[config.mk]
export PLATFORM = sky130hd
export DESIGN_NAME = multichannel_led_pwm_with_fade
export DESIGN_NICKNAME = d
export VERILOG_FILES = /design/src/mlpwm_pkg.sv /design/src/multichannel_led_pwm_with_fade.sv
export SDC_FILE = /design/constraint.sdc
export NUM_CORES = 1
export LEC_CHECK = 0
export BUFFER_PORTS_ARGS = -buffer_cell sky130_fd_sc_hd__clkbuf_2
export CAP_MARGIN = 10
export CORE_UTILIZATION = 65
export DETAILED_ROUTE_END_ITERATION = 10
export GPL_ROUTABILITY_DRIVEN = 1
export HOLD_SLACK_MARGIN = 0.06
export MAX_ROUTING_LAYER = met4
export PLACE_DENSITY_LB_ADDON = 0.12
export SYNTH_ARGS = -nofsm -noshare
export SYNTH_HDL_FRONTEND = slang
export SYNTH_SLANG_ARGS = --single-unit
[constraint.sdc]
create_clock -name clk -period 5.5 [get_ports clk]
set_input_delay 1.65 -clock clk [delete_from_list [all_inputs] [get_ports clk]]
set_output_delay 1.65 -clock clk [all_outputs]
set_load 0.02 [all_outputs]
[src/mlpwm_pkg.sv]
// Shared constants and types for the multichannel LED PWM with fade.
// No dependencies; imported by the top level.
package mlpwm_pkg;

	localparam int LED_COUNT = 8;
	localparam int PERIOD    = 256;

	localparam int PHASE_W   = $clog2(PERIOD);
	localparam int STEP_W    = 8;
	localparam int CH_W      = 3;
	localparam int FADE_W    = 10;
	localparam int REQ_W     = 3;
	localparam int PAT_W     = 8;
	localparam int PAT_N     = (LED_COUNT < PAT_W) ? LED_COUNT : PAT_W;
	localparam int SUM_W     = ((PHASE_W > STEP_W) ? PHASE_W : STEP_W) + 1;

	localparam int IN_DATA_W  = 16;
	localparam int OUT_DATA_W = 16;

	localparam logic [FADE_W-1:0]  FADE_RESET = FADE_W'(50);
	localparam logic [PHASE_W-1:0] PHASE_TOP  = PHASE_W'(PERIOD - 1);

	typedef enum logic [REQ_W-1:0] {
		REQ_TICK  = 3'd0,
		REQ_ADD   = 3'd1,
		REQ_LOCK  = 3'd2,
		REQ_STOP  = 3'd3,
		REQ_START = 3'd4
	} req_t;

	typedef logic [PHASE_W-1:0] cmp_t;

endpackage

[src/multichannel_led_pwm_with_fade.sv]
// Top level of the multichannel LED PWM with fade: request register, state update, result register.
// Depends on mlpwm_pkg.
//
// All channels are compared and updated in parallel in one pass; each result is registered.
// Throughput: one request per cycle while the result register is empty or being taken.
// Backpressure: the request register advances whenever the result register is empty or being taken.
// Reset (arst_n low, asynchronous): stopped, phase and fade counters zero, compares zero,
// locks clear, LEDs off, fade_interval 50; no transaction pending on either side.
module multichannel_led_pwm_with_fade (
	input  logic                                  clk,
	input  logic                                  arst_n,
	// request channel
	input  logic                                  s_tvalid,
	output logic                                  s_tready,
	input  logic [mlpwm_pkg::IN_DATA_W-1:0]       s_tdata,  // [2:0] channel, [10:3] brightness_step
	input  logic [mlpwm_pkg::REQ_W-1:0]           s_tuser,  // [2:0] req_type
	// result channel
	output logic                                  m_tvalid,
	input  logic                                  m_tready,
	output logic [mlpwm_pkg::OUT_DATA_W-1:0]      m_tdata,  // [7:0] led_pattern, [8] is_running
	// fade_interval register write
	input  logic                                  cfg_valid,
	output logic                                  cfg_ready,
	input  logic [mlpwm_pkg::FADE_W-1:0]          cfg_data
);
	import mlpwm_pkg::*;

	// request stage
	logic                s1_valid_s1;
	logic [REQ_W-1:0]    req_s1;
	logic [CH_W-1:0]     ch_s1;
	logic [STEP_W-1:0]   step_s1;
	logic                advance;

	// block state
	logic [FADE_W-1:0]   fade_interval_q;
	logic [PHASE_W-1:0]  phase_q;
	logic [FADE_W-1:0]   fade_cnt_q;
	cmp_t                cmp_q   [LED_COUNT];
	logic [LED_COUNT-1:0] lock_q;
	logic [LED_COUNT-1:0] level_q;
	logic                running_q;

	// next state
	logic [PHASE_W-1:0]  phase_d;
	logic [FADE_W-1:0]   fade_cnt_d;
	cmp_t                cmp_d   [LED_COUNT];
	logic [LED_COUNT-1:0] lock_d;
	logic [LED_COUNT-1:0] level_d;
	logic                running_d;
	logic [PAT_W-1:0]    pattern_d;

	// tick helpers
	logic [PHASE_W-1:0]  phase_inc;
	logic [FADE_W-1:0]   interval;
	logic                fade_fire;
	logic [SUM_W-1:0]    sum [LED_COUNT];

	assign cfg_ready = 1'b1;
	assign advance   = s1_valid_s1 && (!m_tvalid || m_tready);
	assign s_tready  = !s1_valid_s1 || advance;

	always_ff @(posedge clk or negedge arst_n) begin
		if (!arst_n) begin
			s1_valid_s1 <= 1'b0;
		end else if (s_tready) begin
			s1_valid_s1 <= s_tvalid;
		end
	end

	// payload: no reset needed
	always_ff @(posedge clk) begin
		if (s_tvalid && s_tready) begin
			req_s1  <= s_tuser;
			ch_s1   <= s_tdata[CH_W-1:0];
			step_s1 <= s_tdata[CH_W+STEP_W-1:CH_W];
		end
	end

	always_ff @(posedge clk or negedge arst_n) begin
		if (!arst_n) begin
			fade_interval_q <= FADE_RESET;
		end else if (cfg_valid && cfg_ready) begin
			fade_interval_q <= cfg_data;
		end
	end

	// zero interval behaves as one; fire once the counter reaches interval-1 or beyond
	assign interval  = (fade_interval_q == '0) ? FADE_W'(1) : fade_interval_q;
	assign fade_fire = ({1'b0, fade_cnt_q} + (FADE_W+1)'(1)) >= {1'b0, interval};
	assign phase_inc = (phase_q == PHASE_TOP) ? '0 : phase_q + PHASE_W'(1);

	always_comb begin
		phase_d    = phase_q;
		fade_cnt_d = fade_cnt_q;
		lock_d     = lock_q;
		level_d    = level_q;
		running_d  = running_q;
		for (int i = 0; i < LED_COUNT; i++) begin
			cmp_d[i] = cmp_q[i];
			sum[i]   = SUM_W'(cmp_q[i]) + SUM_W'(step_s1);
		end

		unique case (req_s1)
			REQ_TICK: begin
				if (running_q) begin
					phase_d = phase_inc;
					// levels use the compares from before this tick's fade step
					for (int i = 0; i < LED_COUNT; i++) begin
						if (phase_inc == cmp_q[i]) begin
							level_d[i] = 1'b0;
						end else if (phase_inc == '0) begin
							level_d[i] = 1'b1;
						end
					end
					if (fade_fire) begin
						fade_cnt_d = '0;
						for (int i = 0; i < LED_COUNT; i++) begin
							if (!lock_q[i] && cmp_q[i] != '0) begin
								cmp_d[i] = cmp_q[i] - PHASE_W'(1);
							end
						end
					end else begin
						fade_cnt_d = fade_cnt_q + FADE_W'(1);
					end
				end
			end
			REQ_ADD: begin
				// out-of-range channels match no lane
				for (int i = 0; i < LED_COUNT; i++) begin
					if (32'(ch_s1) == i) begin
						cmp_d[i]  = (sum[i] > SUM_W'(PHASE_TOP)) ? PHASE_TOP
						            : sum[i][PHASE_W-1:0];
						lock_d[i] = 1'b0;
					end
				end
			end
			REQ_LOCK: begin
				for (int i = 0; i < LED_COUNT; i++) begin
					if (32'(ch_s1) == i) begin
						lock_d[i] = 1'b1;
					end
				end
			end
			REQ_STOP: begin
				level_d   = lock_q;
				running_d = 1'b0;
			end
			REQ_START: begin
				running_d = 1'b1;
			end
			default: begin
				// unused codes: state unchanged, result still reported
			end
		endcase

		pattern_d = '0;
		for (int i = 0; i < PAT_N; i++) begin
			pattern_d[i] = level_d[i];
		end
	end

	always_ff @(posedge clk or negedge arst_n) begin
		if (!arst_n) begin
			phase_q    <= '0;
			fade_cnt_q <= '0;
			lock_q     <= '0;
			level_q    <= '0;
			running_q  <= 1'b0;
			for (int i = 0; i < LED_COUNT; i++) begin
				cmp_q[i] <= '0;
			end
		end else if (advance) begin
			phase_q    <= phase_d;
			fade_cnt_q <= fade_cnt_d;
			lock_q     <= lock_d;
			level_q    <= level_d;
			running_q  <= running_d;
			for (int i = 0; i < LED_COUNT; i++) begin
				cmp_q[i] <= cmp_d[i];
			end
		end
	end

	// result register
	always_ff @(posedge clk or negedge arst_n) begin
		if (!arst_n) begin
			m_tvalid <= 1'b0;
		end else if (advance) begin
			m_tvalid <= 1'b1;
		end else if (m_tready) begin
			m_tvalid <= 1'b0;
		end
	end

	always_ff @(posedge clk) begin
		if (advance) begin
			m_tdata <= {(OUT_DATA_W-PAT_W-1)'(0), running_d, pattern_d};
		end
	end

`ifndef SYNTHESIS
	a_stop_halts: assert property (@(posedge clk) disable iff (!arst_n)
		advance && req_s1 == REQ_STOP |=> !running_q && m_tdata[PAT_W] == 1'b0)
		else $error("stop did not halt the PWM");

	a_idle_tick: assert property (@(posedge clk) disable iff (!arst_n)
		advance && req_s1 == REQ_TICK && !running_q |=> $stable(phase_q) && $stable(level_q))
		else $error("tick changed state while stopped");

	a_status_bit: assert property (@(posedge clk) disable iff (!arst_n)
		advance |=> m_tdata[PAT_W] == running_q)
		else $error("result status differs from run state");

	a_no_drop: assert property (@(posedge clk) disable iff (!arst_n)
		m_tvalid && !m_tready |=> m_tvalid)
		else $error("result lost while stalled");

	a_ready_when_empty: assert property (@(posedge clk) disable iff (!arst_n)
		!m_tvalid |-> s_tready)
		else $error("request side stalled with empty result register");
`endif

endmodule
Word-level counts from Yosys, hierarchy flattened
Cells that the tools add are included.
Word-level totals
  register bits: 134
Cells by class
  add/subtract/negate cells: 19
  $lt $le $gt $ge: 9
  equal/unequal tests: 46
  muxes and demuxes: 68
  reduce and logical (&&, ||, !) cells: 54
Operator list (number)
  two-way mux 8 bit: 26
  two-way mux 64 bit: 2
  case mux 64 bit (2 select lines): 1
  adder 8 x 8 -> 9 bit: 8
  greater-than comparator 9 x 8 -> 1 bit, second input constant: 8
  == test 8 bit: 8
  nonzero test 8 bit: 8
  subtractor 8 x 1 -> 8 bit, second input constant: 8
  != test 2 bit, second input constant: 26
  AND reduction 6 bit: 8
  two-way mux 1 bit: 34
  case mux 8 bit (2 select lines): 2
  AND reduction 4 bit: 8
  two-way mux 10 bit: 2
  == test 3 bit, second input constant: 5
  == test 3 x 2 -> 1 bit, second input constant: 4
  adder 10 x 1 -> 11 bit, second input constant: 1
  greater-or-equal comparator 11 x 10 -> 1 bit: 1
  adder 10 x 1 -> 10 bit, second input constant: 1
  logical AND 1 bit: 10
  logical NOT 1 bit: 10
  logical NOT 10 bit: 1
  adder 8 x 1 -> 8 bit, second input constant: 1
  == test 8 bit, second input constant: 1
  7 further kinds: 12

Logic depth before layout (Yosys ltp)
Gate-level depths: netlist (run 1).
  depth in word-level cells: 7
  mapped depth: 14
  mapped depth without buffers: 12

Worst setup path after synthesis (run 1)
No wires, ideal clock.
  path type: input to output
  start point: in m_tready
  end point: out s_tready
  data arrival time: 1.928 ns
  path slack: 1.922 ns
  cell stages on the path: 1
  cells stage by stage: nand3b_1
Between the ends
  cells in the longest elaborated chain, start to end: 3
Ends and longest elaborated chain
  from (decl): RTL line multichannel_led_pwm_with_fade.sv:19  | input logic m_tready,
  logical OR 1 bit: RTL line multichannel_led_pwm_with_fade.sv:60  | assign advance = s1_valid_s1 && (!m_tvalid || m_tready);
  logical AND 1 bit: RTL line multichannel_led_pwm_with_fade.sv:60
  logical OR 1 bit: RTL line multichannel_led_pwm_with_fade.sv:61  | assign s_tready = !s1_valid_s1 || advance;
  to (decl): RTL line multichannel_led_pwm_with_fade.sv:14  | output logic s_tready,
No other way between the ends.

Worst setup path after layout (run 1)
  start point: reg phase_q[0]
  end point: reg m_tdata[5] (netlist bit) (data pin)
Between the ends
  cells in the longest elaborated chain, start to end: 7
  elaborated cells between the ends (all ways): 9
  classes of those cells: add/sub: 1; eq/ne: 2; mux: 5; reduce/logical: 1
Ends and longest elaborated chain
  from (decl): RTL line multichannel_led_pwm_with_fade.sv:37  | logic [PHASE_W-1:0] phase_q;
  from (signal assigned): RTL line multichannel_led_pwm_with_fade.sv:174  | phase_q <= phase_d;
  adder 8 x 1 -> 8 bit / == test 8 bit (equally long branches): RTL line multichannel_led_pwm_with_fade.sv:91  | assign phase_inc = (phase_q == PHASE_TOP) ? '0 : phase_q + PHASE_W'(1);
  two-way mux 8 bit (*): RTL line multichannel_led_pwm_with_fade.sv:91
  logical NOT 8 bit: RTL line multichannel_led_pwm_with_fade.sv:112  | end else if (phase_inc == '0) begin
  two-way mux 1 bit: RTL line multichannel_led_pwm_with_fade.sv:112
  two-way mux 1 bit (*): RTL line multichannel_led_pwm_with_fade.sv:110  | if (phase_inc == cmp_q[i]) begin
  two-way mux 8 bit (*): RTL line multichannel_led_pwm_with_fade.sv:106  | if (running_q) begin
  case mux 8 bit (2 select lines) (*): RTL line multichannel_led_pwm_with_fade.sv:104  | unique case (req_s1)
  via level_d[5]: RTL line multichannel_led_pwm_with_fade.sv:49  | logic [LED_COUNT-1:0] level_d;
  to (signal assigned): RTL line multichannel_led_pwm_with_fade.sv:198  | m_tdata <= {(OUT_DATA_W-PAT_W-1)'(0), running_d, pattern_d};
  to (decl): RTL line multichannel_led_pwm_with_fade.sv:20  | output logic [mlpwm_pkg::OUT_DATA_W-1:0] m_tdata,
Mark *: on every way through the listed nets, which the timed path passes. The rest lies on a longest branch.
A chain may end at the register's enable or synchronous reset.

==> flow_summary.ini, run 1 <==
[detailed_routing]
top_layer = met4
vias_per_cell = 6.625
num_vias = 10290
drc = 0
wl_met2_um = 13780
wirelength_um = 30120
ant_nets = 0
first_pass_iters = 5
wire_per_inst_um = 19.40
wl_met1_um = 12600
drt_iter0_markers = 829
dr_wl_met3_um = 2318

[yosys]
synthXorXnorAreaFrac_pct = 8.718
yosysUniqueCellTypes = 81
ys_warn_count = 0
syn_inst = 1313
synth-edff-count = 23
yosysTopAreaCell = dfrtp_1
async_flop_share_pct = 82.84
synthSimpleGateAreaFrac_pct = 17.95
synth_compound_area_share_pct = 25.70
synthAdderAreaFrac_pct = 11.68
synth_top_cell_area_share_pct = 24.08
syn_area_per_cell_um2 = 8.548
synth_top_family_by_area = compound AO/OA/AOI/OAI gates
synth_mux_area_share_pct = 0.3010
syn-cell-area_mm2 = 0.01122
synth_seq_cells = 134
synth_area_leaders = dfrtp_1, ha_1, edfxtp_1
synth_top_flop_cell = dfrtp_1
synth-seq-area-share_pct = 30.94

[place]
gp_congestion = 0.8729
hpwl_um = 20490
port_buffers = 39
dp_cells = 1521
placed_cell_area_mm2 = 0.01149

[floorplanning]
row_count = 47
fp.dieH_um = 133.4
start_util_pct = 67.20
die_w_um = 133.4
ioPinCount = 53
coreArea_mm2 = 0.01670
dieArea_mm2 = 0.01780

[critical_path]
worst_setup_path_start_kind = register
crit_path_end_kind = register
r2r-start = phase_q[0]
cp_max_fo = 20
cp_top_family = compound AO/OA/AOI/OAI gates
crit_chain = ha_1 > nand3_1 > or2_2 > a21oi_2 > a2111oi_0 > a41o_1 > o21ai_0
path_buf_inv = 0
crit_slowest_cell = dfrtp_1
max_stage_delay_ns = 0.93
cp.arrival_ns = 4.23
critPathKind = reg -> reg
rrSetupSlack_ns = 1.46
critPathRequiredTime_ns = 5.68
crit_start = phase_q[0]

[sta]
fmax_ghz = 0.2474
hold_viol = 0
setup_tns_ns = 0
fin_worst_skew_ns = 0.005424
fin_crit_sh_pct = 73.49
worstMarginPinSlew_ns = 1.094
timing.hold.ws_ns = 0.5044
fin_crit_ns = 4.042
setup_viol = 0
drv_slew = 0
relSlewSlack_pct = 26.88
rsz0062_at_grt = false

[min_path]
min-delay-start = s1_valid_s1
hold_path.class = reg -> reg

[run_status]
status = complete, no violations

[job]
cap_violations = 0

[cts]
hold_buffers = 0
cts_buffers = 17
clock-sinks = 134
cts_max_level = 4
clk_latency_ns = 0.44
cts_tree = built
cts.repair.resized = 0
cts.root.buffer_cell = clkbuf_16
post-cts-setup-buffer-count = 0
clock_path_buffers = 2
clkTransAtPathRegs_ns = 0.06

[pwr]
powerDensity_mw_per_mm2 = 484.0
p_leak_nw = 5.208
irDropWorstVdd_mv = 0.3034

[layout]
nets = 1454
drive_above_1_share_pct = 8.702
utilization_pct = 72.34
final_area_mm2 = 0.01208
fin_cells = 1553
n_antenna_cell = 0
syn2layout_area_growth_pct = 7.648

[global_route]
grt_max_degree = 68
antenna_found_initial = 0
grt_pass1_wl_um = 48270
gr-total-overflow = 0
grt_use_total_pct = 36.02
grt_pass1_vias = 9554
## final timing paths
| path | end | cells after the start |
|---|---|---|
| min | m_tvalid | 1 |
| max reg2reg | m_tdata[5] | 7 |
| max in group asynchronous | lock_q[5] | 2 |
| max | m_tdata[5] | 7 |
| min reg2reg | m_tvalid | 1 |
| min in group asynchronous | cmp_q[44] | 1 |
## metrics by stage
step | setup WS [ns] | power (mW)
final | 1.458 | 5.847
after global placement | 1.519 | 4.502
after floorplan | 1.922 | 3.962
after CTS | 1.533 | 5.805
after global routing | 1.376 | 6.275
after detailed placement | 1.433 | 4.607
## cells in the mapped netlist (10+ instances only)
cell	count
ha_1	92
o31ai_1	14
and3_1	11
inv_1	55
a22o_1	10
clkbuf_1	33
o21ai_0	124
buf_2	18
a31oi_1	19
nor4_1	14
nor3_1	35
a32oi_1	13
xor2_1	37
nand3_1	42
or2_2	13
a211oi_1	13
dfrtp_1	108
o22a_1	17
o21a_1	12
nor2b_1	12
buf_4	10
a21oi_1	91
xnor2_1	69
a21o_1	28
o22ai_1	13
nand4_1	13
nand2_1	82
edfxtp_1	23
or3_1	10
nor2_1	117
nand2b_1	18
## cell usage in the layout (no fill, tap or decap), types with 28 or more instances in the layout
cell type / count
a21o_1: 28
a21oi_1: 91
clkbuf_2: 38
dfrtp_1: 108
ha_1: 92
inv_1: 55
nand2_1: 82
nand3_1: 42
nor2_1: 116
nor3_1: 35
o21ai_0: 124
xnor2_1: 69
xor2_1: 37
## power by group
| group | total, mW | leakage, nW | switching [mW] | internal, mW |
|---|---|---|---|---|
| Combinational | 2.80 | 3.31 | 1.50 | 1.30 |
| Sequential | 1.88 | 1.62 | 0.595 | 1.29 |
| Clock | 1.16 | 0.276 | 0.456 | 0.707 |
## final cells by class
| type | instances | area [um2] |
|---|---|---|
| multi-input combinational | 1062 | 7259 |
| fill | 1265 | 4619 |
| sequential | 134 | 3472 |
| clock buffer | 18 | 429.2 |
| timing repair buffer | 50 | 280.3 |
| tap | 220 | 275.3 |
| inverter | 55 | 206.4 |
| clock inverter | 14 | 158.9 |
## cells by family (layout without fill, tap and decap cells)
family | after synthesis | after routing
compound gates | 438 | 438
buf+inv | 123 | 137
fa+ha+maj | 100 | 100
mux | 3 | 3
simple gates | 405 | 405
other cells | 2 | 8
xor+xnor | 108 | 108
flops | 134 | 134
## worst register-to-register path, stage by stage, from the launching register on
cell       delay, ns
dfrtp_1         0.93
ha_1            0.54
nand3_1         0.33
or2_2           0.51
a21oi_2         0.56
a2111oi_0       0.24
a41o_1          0.29
o21ai_0         0.39
## layer usage
metal  up-vias  global-route usage (%)
li1       4887                       -
met1      4882                   44.63
met2       414                   55.76
met3       105                   7.725
met4         0                   17.99
met5         -                       -
## registers in the layout, indices dropped and copies added, names as in the netlist
signal,cells
ch_s1,3
lock_q,8
m_tdata,9
fade_cnt_q,10
level_q,8
running_q,1
m_tvalid,1
step_s1,8
phase_q,8
cmp_q,64
req_s1,3
fade_interval_q,10
s1_valid_s1,1
No activity file was read; power rests on OpenSTA's default activity.
==> run 2: changes to the inputs <==
- CORE_UTILIZATION: 65 -> 57
- clock period: 5.5 -> 3.39 ns (I/O delays scaled with it)
==> flow_summary.ini, run 2 (same netlist as run 1, synthesis figures left out) <==
[place]
gp_congestion = 0.8556
port_buffers = 39
dp_cells = 1590
place_ws_ns = 0.02992
hpwl_um = 21600

[pwr]
p_sw_mw = 4.238
p_seq_share_pct = 31.7
clockPowerShare_pct = 18.9
irDropWorstVdd_mv = 0.3677
powerDensity_mw_per_mm2 = 764.4
internal_power_mw = 5.226
p_leak_nw = 5.371
pwr-share-comb_pct = 49.4
switching_share_pct = 44.78

[min_path]
min_path_cells = 1
hold_path.class = reg -> reg
min-delay-start = s1_valid_s1

[cts]
clock-sinks = 134
clock_path_buffers = 2
clk_latency_ns = 0.43
hold_buffers = 0
clkTransAtPathRegs_ns = 0.07
cts.root.buffer_cell = clkbuf_16
cts_tree = built
cts_buffers = 17
cts_max_level = 4

[layout]
largest_register = cmp_q
nets = 1483
largest_reg_flops = 64
layout_commonest_cell = o21ai_0
syn2layout_area_growth_pct = 10.31
reg_top3 = cmp_q (64), fade_cnt_q (10), fade_interval_q (10)
layout.cells.most_common_list = o21ai_0, nor2_1, dfrtp_1, a21oi_1, ha_1
n_antenna_cell = 0
drive_above_1_share_pct = 11.09
fin_cells = 1622

[sta]
worstMarginPinSlew_ns = 0.9136
fin_crit_ns = 3.193
fin_worst_skew_ns = 0.009317
hold_viol = 0
fmax_ghz = 0.3132
fin_crit_sh_pct = 94.18
drv_slew = 0
timing.hold.ws_ns = 0.4962
rsz0062_at_grt = false
post-route-worst-setup-slack_ns = 0.1974
setup_viol = 0
relSlewSlack_pct = 39.09

[critical_path]
crit_path_end_kind = register
critPathRequiredTime_ns = 3.70
worst_setup_path_start_kind = register
crit_start = fade_cnt_q[1]
r2r-start = fade_cnt_q[1]
reg2regPathDepth = 13
cp.arrival_ns = 3.51
cp_max_fo = 16
critPathKind = reg -> reg

[detailed_routing]
vias_per_cell = 6.339
wire_per_inst_um = 19.12
num_vias = 10280
drc = 0
ant_nets = 0
wirelength_um = 31010
first_pass_iters = 5
drt_iter0_markers = 791

[floorplanning]
fp.dieH_um = 142.3
start_util_pct = 59.01
ioPinCount = 53
coreArea_mm2 = 0.01902
die_w_um = 142.3
row_count = 50
dieArea_mm2 = 0.02026

[global_route]
grt_use_total_pct = 33.08
grt_pass1_vias = 9699
grt_pass1_wl_um = 50430
gr-total-overflow = 0
grt_max_degree = 44
antenna_found_initial = 0

[job]
cap_violations = 0

[run_status]
status = complete, no violations
[run 2: cell type report]
type,count,area (um2)
clock inverter,13,110.1
fill,1616,6638
inverter,55,206.4
multi-input combinational,1062,7288
tap,260,325.3
sequential,134,3472
timing repair buffer,79,535.5
clock buffer,19,442.9
[run 2: worst max-delay path: stages, from the launching register on]
cell and delay [ns]:
dfrtp_1 0.40, ha_2 0.26, nand3_1 0.11, xnor2_1 0.22, ha_1 0.28, a21o_1 0.19
a211o_1 0.28, a41o_1 0.26, a211oi_4 0.24, buf_4 0.26, or3_1 0.18, buf_12 0.15
a21oi_1 0.05, o22a_1 0.19
[run 2: final timing paths]
| check | endpoint | slack [ns] |
|---|---|---|
| max | cmp_q[44] | 0.20 |
| min in group asynchronous | cmp_q[15] | 0.55 |
| min | m_tvalid | 0.50 |
| max in group asynchronous | fade_interval_q[5] | 1.96 |
| min reg2reg | m_tvalid | 0.50 |
| max reg2reg | cmp_q[44] | 0.20 |
[run 2: layer usage]
metal / track usage, % / part of all wire (%) / wire length [um]
met1: 43.64 / 45 / 13870
met2: 50.88 / 46 / 14130
met3: 6.090 / 7.1 / 2196
met4: 11.71 / 2.6 / 812
met5: - / 0 / 0
[run 2: power by group through the flow]
stage	clock network, mW	registers (mW)	logic, mW
3_5_place_dp	0	3.00	4.57
3_3_place_gp	0	2.98	4.45
6_report	1.79	3.00	4.67
2_1_floorplan	0	2.64	3.79
4_1_cts	1.80	2.97	4.62
5_1_grt	1.87	3.08	5.26
[run 2: repair_timing]
action	CTS	global route
resized for setup	0	5
buffers inserted	0	0
endpoints found under the setup margin	0	34
[run 2: stage by stage]
step / total power, mW / setup TNS (ns) / util (%) / cell area (um2)
floorplan: 6.429 / 0 / - / 11250
global placement: 7.431 / -0.009956 / 62.05 / 11800
detailed placement: 7.564 / 0 / 62.05 / 11800
CTS: 9.394 / 0 / 64.96 / 12350
global route: 10.22 / 0 / 65.10 / 12380
finish: 9.464 / 0 / 65.10 / 12380
